`config.mk`:
```
export PLATFORM = sky130hd
export DESIGN_NAME = lru_key_value_cache_flat
export DESIGN_NICKNAME = d
export VERILOG_FILES = /design/src/hw/rtl/lkvc_pkg.sv /design/src/hw/rtl/lkvc_req_if.sv /design/src/hw/rtl/lkvc_rsp_if.sv /design/src/hw/rtl/lkvc_ram.sv /design/src/hw/rtl/lkvc_ctrl.sv /design/src/hw/rtl/lkvc_datapath.sv /design/src/hw/rtl/lru_key_value_cache.sv /design/src/flat_wrapper.sv
export SDC_FILE = /design/constraint.sdc
export NUM_CORES = 2
export LEC_CHECK = 0
export ABC_AREA = 1
export BUFFER_PORTS_ARGS = -buffer_cell sky130_fd_sc_hd__clkbuf_2
export CAP_MARGIN = 20
export CORE_MARGIN = 5
export CORE_UTILIZATION = 24
export DETAILED_ROUTE_END_ITERATION = 12
export PLACE_DENSITY = 0.44
export SYNTH_ARGS = -nofsm -noshare
export SYNTH_HDL_FRONTEND = slang
export SYNTH_HIERARCHICAL = 1
export SYNTH_SLANG_ARGS = --single-unit
```
`constraint.sdc`:
```
create_clock -name clk -period 7.1 [get_ports clk]
set_input_delay 0.355 -clock clk [delete_from_list [all_inputs] [get_ports clk]]
set_output_delay 0.355 -clock clk [all_outputs]
set_load 0.005 [all_outputs]
```
`src/hw/rtl/lkvc_pkg.sv`:
```
package lkvc_pkg;

  localparam int DEF_ENTRIES    = 16;
  localparam int DEF_KEY_BITS   = 32;
  localparam int DEF_VALUE_BITS = 32;

  localparam int CAP_BITS = 5;
  localparam logic [CAP_BITS-1:0] CAP_RESET = CAP_BITS'(16);

  localparam logic OP_INSERT = 1'b0;
  localparam logic OP_FIND   = 1'b1;

  typedef enum logic [1:0] {
    ST_INSERTED = 2'd0,
    ST_REJECTED = 2'd1,
    ST_HIT      = 2'd2,
    ST_MISS     = 2'd3
  } status_t;

  typedef struct packed {
    logic accept;
    logic match;
    logic update;
    logic load_out;
  } lkvc_cmd_t;

endpackage

```
`src/hw/rtl/lkvc_req_if.sv`:
```
interface lkvc_req_if #(
  parameter int KEY_BITS   = lkvc_pkg::DEF_KEY_BITS,
  parameter int VALUE_BITS = lkvc_pkg::DEF_VALUE_BITS
);
  logic                  valid;
  logic                  ready;
  logic                  operation;
  logic [KEY_BITS-1:0]   key;
  logic [VALUE_BITS-1:0] value;

  modport source (output valid, output operation, output key, output value, input ready);
  modport sink   (input valid, input operation, input key, input value, output ready);
endinterface

```
`src/hw/rtl/lkvc_rsp_if.sv`:
```
interface lkvc_rsp_if #(
  parameter int VALUE_BITS = lkvc_pkg::DEF_VALUE_BITS
);
  logic                  valid;
  logic                  ready;
  lkvc_pkg::status_t     status;
  logic [VALUE_BITS-1:0] found_value;

  modport source (output valid, output status, output found_value, input ready);
  modport sink   (input valid, input status, input found_value, output ready);
endinterface

```
`src/hw/rtl/lkvc_ram.sv`:
```
module lkvc_ram #(
  parameter int WIDTH = 32,
  parameter int DEPTH = 16
) (
  input  logic                     clk,
  input  logic                     we,
  input  logic [$clog2(DEPTH)-1:0] addr,
  input  logic [WIDTH-1:0]         wdata,
  output logic [WIDTH-1:0]         rdata
);

  logic [WIDTH-1:0] mem [DEPTH];

  always_ff @(posedge clk) begin
    if (we) begin
      mem[addr] <= wdata;
    end
    rdata <= mem[addr];
  end

endmodule

```
`src/hw/rtl/lkvc_ctrl.sv`:
```
module lkvc_ctrl (
  input  logic                clk,
  input  logic                rst,
  input  logic                in_valid,
  output logic                in_ready,
  output logic                out_valid,
  input  logic                out_ready,
  output lkvc_pkg::lkvc_cmd_t cmd
);
  import lkvc_pkg::*;

  typedef enum logic [1:0] {
    S_IDLE,
    S_MATCH,
    S_UPDATE,
    S_DONE
  } state_t;

  state_t state;
  logic   can_load;

  assign can_load = (state == S_DONE) && (!out_valid || out_ready);
  assign in_ready = (state == S_IDLE) || can_load;

  always_comb begin
    cmd          = '0;
    cmd.accept   = in_valid && in_ready;
    cmd.match    = (state == S_MATCH);
    cmd.update   = (state == S_UPDATE);
    cmd.load_out = can_load;
  end

  always_ff @(posedge clk) begin
    if (rst) begin
      state     <= S_IDLE;
      out_valid <= 1'b0;
    end else begin
      if (can_load) begin
        out_valid <= 1'b1;
      end else if (out_valid && out_ready) begin
        out_valid <= 1'b0;
      end
      case (state)
        S_IDLE: begin
          if (in_valid) begin
            state <= S_MATCH;
          end
        end
        S_MATCH: begin
          state <= S_UPDATE;
        end
        S_UPDATE: begin
          state <= S_DONE;
        end
        S_DONE: begin
          if (can_load) begin
            state <= in_valid ? S_MATCH : S_IDLE;
          end
        end
        default: begin
          state <= S_IDLE;
        end
      endcase
    end
  end

endmodule

```
`src/hw/rtl/lkvc_datapath.sv`:
```
module lkvc_datapath #(
  parameter int ENTRIES    = lkvc_pkg::DEF_ENTRIES,
  parameter int KEY_BITS   = lkvc_pkg::DEF_KEY_BITS,
  parameter int VALUE_BITS = lkvc_pkg::DEF_VALUE_BITS
) (
  input  logic                          clk,
  input  logic                          rst,
  input  lkvc_pkg::lkvc_cmd_t           cmd,
  input  logic                          cfg_we,
  input  logic [lkvc_pkg::CAP_BITS-1:0] cfg_wdata,
  input  logic                          operation,
  input  logic [KEY_BITS-1:0]           key,
  input  logic [VALUE_BITS-1:0]         value,
  output lkvc_pkg::status_t             status,
  output logic [VALUE_BITS-1:0]         found_value
);
  import lkvc_pkg::*;

  localparam int IDX_W  = $clog2(ENTRIES);
  localparam int RANK_W = $clog2(ENTRIES);
  localparam int CNT_W  = $clog2(ENTRIES + 1);
  localparam int WIDE_W = (CAP_BITS > CNT_W) ? CAP_BITS : CNT_W;

  logic [CAP_BITS-1:0]   capacity;
  logic                  op_q;
  logic [KEY_BITS-1:0]   key_q;
  logic [VALUE_BITS-1:0] value_q;

  logic [KEY_BITS-1:0]   keys  [ENTRIES];
  logic [RANK_W-1:0]     ranks [ENTRIES];
  logic [ENTRIES-1:0]    valid;
  logic [CNT_W-1:0]      count;

  logic [ENTRIES-1:0]    match_vec;
  logic [ENTRIES-1:0]    match_q;
  logic                  hit_q;
  logic [RANK_W-1:0]     hit_rank;
  logic [IDX_W-1:0]      hit_idx;
  logic [IDX_W-1:0]      victim_idx;
  logic [IDX_W-1:0]      free_idx;
  logic [IDX_W-1:0]      slot_idx;
  logic [CNT_W-1:0]      eff_cap;
  logic [WIDE_W-1:0]     cap_wide;
  logic                  full;
  logic                  insert_new;
  status_t               status_q;

  logic                  ram_we;
  logic [IDX_W-1:0]      ram_addr;
  logic [VALUE_BITS-1:0] ram_rdata;

  always_comb begin
    cap_wide = WIDE_W'(capacity);
    if (capacity == '0) begin
      eff_cap = CNT_W'(1);
    end else if (cap_wide > WIDE_W'(ENTRIES)) begin
      eff_cap = CNT_W'(ENTRIES);
    end else begin
      eff_cap = CNT_W'(cap_wide);
    end
  end

  assign full = (count >= eff_cap);

  always_comb begin
    hit_rank   = '0;
    hit_idx    = '0;
    victim_idx = '0;
    free_idx   = '0;
    for (int i = 0; i < ENTRIES; i++) begin
      match_vec[i] = valid[i] && (keys[i] == key_q);
      if (match_q[i]) begin
        hit_rank = hit_rank | ranks[i];
        hit_idx  = hit_idx | IDX_W'(i);
      end
      if (valid[i] && (CNT_W'(ranks[i]) == count - CNT_W'(1))) begin
        victim_idx = victim_idx | IDX_W'(i);
      end
    end
    for (int i = ENTRIES - 1; i >= 0; i--) begin
      if (!valid[i]) begin
        free_idx = IDX_W'(i);
      end
    end
  end

  assign insert_new = (op_q == OP_INSERT) && !hit_q;
  assign slot_idx   = full ? victim_idx : free_idx;
  assign ram_addr   = insert_new ? slot_idx : hit_idx;
  assign ram_we     = cmd.update && insert_new;

  lkvc_ram #(
    .WIDTH (VALUE_BITS),
    .DEPTH (ENTRIES)
  ) u_values (
    .clk   (clk),
    .we    (ram_we),
    .addr  (ram_addr),
    .wdata (value_q),
    .rdata (ram_rdata)
  );

  always_ff @(posedge clk) begin
    if (cmd.accept) begin
      op_q    <= operation;
      key_q   <= key;
      value_q <= value;
    end
    if (cmd.match) begin
      match_q <= match_vec;
      hit_q   <= |match_vec;
    end
    if (cmd.update) begin
      if (op_q == OP_FIND) begin
        status_q <= hit_q ? ST_HIT : ST_MISS;
      end else begin
        status_q <= hit_q ? ST_REJECTED : ST_INSERTED;
      end
      if (insert_new) begin
        keys[slot_idx] <= key_q;
      end
    end
    if (cmd.load_out) begin
      status      <= status_q;
      found_value <= (status_q == ST_HIT) ? ram_rdata : '0;
    end
  end

  always_ff @(posedge clk) begin
    if (rst) begin
      capacity <= CAP_RESET;
      valid    <= '0;
      count    <= '0;
      for (int i = 0; i < ENTRIES; i++) begin
        ranks[i] <= '0;
      end
    end else begin
      if (cfg_we) begin
        capacity <= cfg_wdata;
      end
      if (cmd.update) begin
        if ((op_q == OP_FIND) && hit_q) begin
          for (int i = 0; i < ENTRIES; i++) begin
            if (match_q[i]) begin
              ranks[i] <= '0;
            end else if (valid[i] && (ranks[i] < hit_rank)) begin
              ranks[i] <= ranks[i] + RANK_W'(1);
            end
          end
        end else if (insert_new) begin
          for (int i = 0; i < ENTRIES; i++) begin
            if (IDX_W'(i) == slot_idx) begin
              valid[i] <= 1'b1;
              ranks[i] <= '0;
            end else if (valid[i]) begin
              ranks[i] <= ranks[i] + RANK_W'(1);
            end
          end
          if (!full) begin
            count <= count + CNT_W'(1);
          end
        end
      end
    end
  end

endmodule

```
`src/hw/rtl/lru_key_value_cache.sv`:
```
// fully associative key/value cache with lru replacement: an insert (operation 0) of a key
// already held returns status 1 and changes nothing, otherwise the entry is stored as most
// recent (status 0), evicting the least recent entry once the entry count has reached the
// capacity register (0 acts as 1, values above ENTRIES act as ENTRIES); a find (operation 1)
// returns status 2 with the value and makes the entry most recent, or status 3 with zero;
// each transaction passes through a parallel key compare, then a rank/entry update with the
// value ram access, then a load of the output register, which waits until the output
// register is free; the next request is accepted as the result is loaded, so transactions
// do not overlap; write capacity only while no transaction is in flight
module lru_key_value_cache #(
  parameter int ENTRIES    = lkvc_pkg::DEF_ENTRIES,
  parameter int KEY_BITS   = lkvc_pkg::DEF_KEY_BITS,
  parameter int VALUE_BITS = lkvc_pkg::DEF_VALUE_BITS
) (
  input  logic                          clk,
  input  logic                          rst,
  lkvc_req_if.sink                      req,
  lkvc_rsp_if.source                    rsp,
  input  logic                          cfg_we,
  input  logic [lkvc_pkg::CAP_BITS-1:0] cfg_wdata
);
  import lkvc_pkg::*;

  lkvc_cmd_t cmd;

  lkvc_ctrl u_ctrl (
    .clk       (clk),
    .rst       (rst),
    .in_valid  (req.valid),
    .in_ready  (req.ready),
    .out_valid (rsp.valid),
    .out_ready (rsp.ready),
    .cmd       (cmd)
  );

  lkvc_datapath #(
    .ENTRIES    (ENTRIES),
    .KEY_BITS   (KEY_BITS),
    .VALUE_BITS (VALUE_BITS)
  ) u_datapath (
    .clk         (clk),
    .rst         (rst),
    .cmd         (cmd),
    .cfg_we      (cfg_we),
    .cfg_wdata   (cfg_wdata),
    .operation   (req.operation),
    .key         (req.key),
    .value       (req.value),
    .status      (rsp.status),
    .found_value (rsp.found_value)
  );

endmodule

```
`src/flat_wrapper.sv`:
```
// flat-port wrapper written by rule: the top's interface ports become plain ports
module lru_key_value_cache_flat import lkvc_pkg::*;
#(
  parameter int ENTRIES    = lkvc_pkg::DEF_ENTRIES,
  parameter int KEY_BITS   = lkvc_pkg::DEF_KEY_BITS,
  parameter int VALUE_BITS = lkvc_pkg::DEF_VALUE_BITS
)
  (clk, rst, cfg_we, cfg_wdata, req_valid, req_operation, req_key, req_value, req_ready, rsp_valid, rsp_status, rsp_found_value, rsp_ready);
  lkvc_req_if #(.KEY_BITS(KEY_BITS), .VALUE_BITS(VALUE_BITS)) req_i ();
  lkvc_rsp_if #(.VALUE_BITS(VALUE_BITS)) rsp_i ();
  input  logic clk;
  input  logic rst;
  input  logic cfg_we;
  input  logic [lkvc_pkg::CAP_BITS-1:0] cfg_wdata;
  input wire logic [$bits(req_i.valid)-1:0] req_valid;
  input wire logic [$bits(req_i.operation)-1:0] req_operation;
  input wire logic [$bits(req_i.key)-1:0] req_key;
  input wire logic [$bits(req_i.value)-1:0] req_value;
  output wire logic [$bits(req_i.ready)-1:0] req_ready;
  output wire logic [$bits(rsp_i.valid)-1:0] rsp_valid;
  output wire logic [$bits(rsp_i.status)-1:0] rsp_status;
  output wire logic [$bits(rsp_i.found_value)-1:0] rsp_found_value;
  input wire logic [$bits(rsp_i.ready)-1:0] rsp_ready;
  assign req_i.valid = req_valid;
  assign req_i.operation = req_operation;
  assign req_i.key = req_key;
  assign req_i.value = req_value;
  assign req_ready = req_i.ready;
  assign rsp_valid = rsp_i.valid;
  assign rsp_status = rsp_i.status;
  assign rsp_found_value = rsp_i.found_value;
  assign rsp_i.ready = rsp_ready;
  lru_key_value_cache #(.ENTRIES(ENTRIES), .KEY_BITS(KEY_BITS), .VALUE_BITS(VALUE_BITS)) u_core (.clk(clk), .rst(rst), .req(req_i), .rsp(rsp_i), .cfg_we(cfg_we), .cfg_wdata(cfg_wdata));
endmodule
```
==> results.tsv <==
stage	metric	value	unit
synth	Syn Nets	5202	
drt	DRC	0	
power_and_ir_drop	Power Total	20.6	mW
cts	CTS tree	built	
drt	Post-Route WL	181000	um
cts	Root Buffer	clkbuf_16	
critical_path	reg2reg start	u_core/u_datapath/cap_wide[0]$_SDFFE_PP0P_	
power_and_ir_drop	leakage	24.2	nW
timing	Final Hold Vio Count	0	
drt	DRT iter0 DRCs	3499	
timing	Setup Viol. Count Final	0	
cts	CTS Sinks	1267	
global_routing	pin count of the biggest net entering global routing	160	
drt	average wire per standard cell	21.5	um
timing	Worst slew margin	0.236	
timing	Worst Setup Slack, final	1430	ps
cts	Post-CTS Setup Bufs	0	
timing	fmax	176	MHz
critical_path	CP dominant cell by count	nand2_1	
critical_path	slowest library cell on the worst path	buf_4	
min_path	Worst Hold Launch	req_valid	
critical_path	family with the most delay on the worst path	simple AND/OR/NAND/NOR gates	
synth	Synth cell types	60	
layout	Area growth, synth to finish	17.6	%
critical_path	r2r endpoint	u_core/u_datapath/u_values/mem[7][13]$_DFFE_PP_	
cts	clock tree buffer depth	3	
synth	FFs w/ async S/R, synth	0	
timing	Setup Skew	37.5	ps
timing	fin crit share	0.799	
placed_design	Port Buffers	110	
drt	DR vias	38474	
outcome	run status	complete, no violations	
placed_design	post-DP HPWL	111000	um
power_and_ir_drop	VDD IR-drop max	225	uV
layout	fraction of layout cells with a size suffix above 1	0.106	
timing	RSZ-0062 raised after global routing	false	
timing	Hold WS	107	ps
synth	warning count from the yosys run	6	
floorplan	core area	232000	um2
synth	Mapped Area	55800	um2
timing	min cycle time layout	5670	ps
global_routing	Overflow after GRT	0	
critical_path	WP buf/inv	3	
synth	library cell with the largest summed area after synthesis	edfxtp_1	
cts	Resized cells post-CTS	0	
synth	Post-Syn Instances	5049	
global_routing	first-pass GRT wire length	261000	um
synth	Post-synth EDFFs	1206	
power_and_ir_drop	pwr dens	314	nW/um2
drt	First-pass DRT Iterations	5	
cts	H-tree levels	4	
critical_path	worst reg2reg path depth	19	
critical_path	Critical Path End Type	flip-flop	
drt	vias per inst	4.55	
global_routing	initial antenna violation count	12	
timing	setup_tns	0	ps
floorplan	IO Pins	111	
layout	Final Core Density	0.283	
floorplan	# rows	177	
min_path	Worst Hold Depth	5	
layout	Layout Nets	5447	
synth	Seq/Total Area, Yosys	0.671	
cts	CTS Hold Bufs	76	
run	Max-Cap Viols	0	
placed_design	pre-CTS setup slack	1400	ps
critical_path	r2r setup slk	1430	ps
cts	TritonCTS Buffers	143	
min_path	Hold WC Path Type	in -> reg	
synth	most common library cells after synthesis	1868 x nand2_1, 1206 x edfxtp_1, 271 x inv_1	
cts	latest clock arrival within the worst-skew pair	800	ps
cts	CTS clk-pin slew, worst paths	60	ps
synth	top post-synthesis cells by area	edfxtp_1 65%, nand2_1 13%, dfxtp_1 2.2%, inv_1 1.8%, ha_1 1.8%	
floorplan	die width	492	um
floorplan	initial core utilization	0.240	
floorplan	full die area	242000	um2
synth	top-count cell post-synth	nand2_1	
synth	Mean Syn Cell Area	11.0	um2
critical_path	Crit Path Max Fanout	76	
critical_path	Cell Chain, Critical Path	or4_1 > nand2_1 > nand2_1 > ha_1 > nand2_1 > inv_1 > nand3_1 > nor2_1 > nor3b_1 > nand2_1 > nor2_1 > o21ai_0 > nand2_2 > nand2_1 > o21ai_4 > buf_4 > nand3_1 > nor2_4 > buf_4	
placed_design	gp weighted congestion	0.883	
drt	Antenna Nets Post-Route	0	
min_path	WHS Endpoint	u_core/u_ctrl/state[0]$_SDFFE_PP0P_	
layout	Fillers	23894	
synth	post-synth top area share	0.649	
timing	Final Max Tran Viols	0	
global_routing	GRT Overall Usage	0.146	
critical_path	crit path DAT	6150	ps
critical_path	crit-path max cell delay	770	ps
floorplan	Vert. Die Dim	492	um
critical_path	crit path launch type	flip-flop	
global_routing	number of global-route vias before repair	37268	
synth	Yosys reg bits	1267	
synth	ys flop type	edfxtp_1	
timing	Tightest Pin Transition	1140	ps
critical_path	data required time of the critical path	7570	ps
critical_path	Setup CP Type	reg -> reg	
-- layout make-up --
cell class                 instances  area [um2]  area share
antenna                            3        7.51    0.000114
clock buffer                     181        3730      0.0569
clock inverter                    80         791      0.0121
inverter                         294        1120      0.0171
multi-input combinational       3287       16400       0.250
sequential                      1267       37400       0.571
tap                             3043        3810      0.0580
timing repair buffer             301        2270      0.0346
-- power by group --
part / switching [mW] / internal [mW]
Sequential: 0.427 / 8.88
Clock: 3.20 / 3.98
Combinational: 3.07 / 1.05
Total: 6.69 / 13.9
-- worst max-delay path by stage --
stage	from	end	slack [ps]	cells after the start
3_3_place_gp	u_core/u_datapath/cap_wide[0]$_SDFFE_PP0P_	u_core/u_datapath/u_values/mem[7][17]$_DFFE_PP_	1370	17
5_1_grt	u_core/u_datapath/cap_wide[0]$_SDFFE_PP0P_	u_core/u_datapath/u_values/mem[7][11]$_DFFE_PP_	990	19
2_1_floorplan	u_core/u_datapath/cap_wide[0]$_SDFFE_PP0P_	u_core/u_datapath/keys[10][0]$_DFFE_PP_	2020	14
6_report	u_core/u_datapath/cap_wide[0]$_SDFFE_PP0P_	u_core/u_datapath/u_values/mem[7][13]$_DFFE_PP_	1430	19
3_5_place_dp	u_core/u_datapath/cap_wide[0]$_SDFFE_PP0P_	u_core/u_datapath/u_values/mem[7][17]$_DFFE_PP_	1400	19
4_1_cts	u_core/u_datapath/cap_wide[0]$_SDFFE_PP0P_	u_core/u_datapath/u_values/mem[7][13]$_DFFE_PP_	1360	19
-- cell usage in the layout, fill, tap and decap left out, types with 68 or more instances in the layout --
cell           count
nor4_1            68
clkbuf_2         110
inv_1            264
o22ai_1          106
xnor2_1           70
a21oi_1           91
clkbuf_16        143
nand2_1         1867
edfxtp_1        1206
ha_1              78
o21ai_0          173
or2_2             68
nand3_1          118
buf_4            106
nor2_1           222
xor2_1            82
dlygate4sd3_1     76
-- state kept, by name (all words and copies together), names as in the netlist --
| signal | flops |
|---|---|
| u_core/u_datapath/ranks | 64 |
| u_core/u_datapath/status_q | 2 |
| u_core/u_datapath/count | 5 |
| u_core/u_datapath/u_values/rdata | 32 |
| u_core/u_datapath/found_value | 32 |
| u_core/u_datapath/hit_q | 1 |
| u_core/u_ctrl/out_valid | 1 |
| u_core/u_datapath/u_values/mem | 512 |
| u_core/u_datapath/valid | 16 |
| u_core/u_datapath/op_q | 1 |
| u_core/u_datapath/status | 2 |
| u_core/u_datapath/cap_wide | 5 |
| u_core/u_ctrl/state | 2 |
| u_core/u_datapath/value_q | 32 |
| u_core/u_datapath/key_q | 32 |
| u_core/u_datapath/keys | 512 |
| u_core/u_datapath/match_q | 16 |
-- cells by family after synthesis --
| group | share of synthesized area |
|---|---|
| buf+inv | 0.0394 |
| simple gates | 0.183 |
| fa+ha+maj | 0.0175 |
| compound gates | 0.0646 |
| flops | 0.671 |
| xor+xnor | 0.0239 |
-- worst reg2reg max path, cell delays in order (launching register included) --
cell	delay (ps)
dfxtp_1	320
or4_1	540
nand2_1	130
nand2_1	70
ha_1	300
nand2_1	90
inv_1	40
nand3_1	60
nor2_1	50
nor3b_1	180
nand2_1	290
nor2_1	160
o21ai_0	130
nand2_2	300
nand2_1	160
o21ai_4	110
buf_4	770
nand3_1	610
nor2_4	710
buf_4	340
-- metal layers --
layer	GRT usage	share of wire	vias to the layer above
met1	0.197	0.44	18994
met3	0.0254	0.064	283
met5	0	0.000039	-
met2	0.237	0.46	1211
met4	0.0461	0.028	2
li1	-	-	17984
-- per-stage QoR --
stage | instances | cell area, um2
4_1_cts | 8452 | 65600
3_5_place_dp | 8115 | 60300
5_1_grt | 8454 | 65600
2_1_floorplan | 5049 | 55800
6_report | 8456 | 65600
3_3_place_gp | 8114 | 60300
Power figures use the tool's default switching activity.
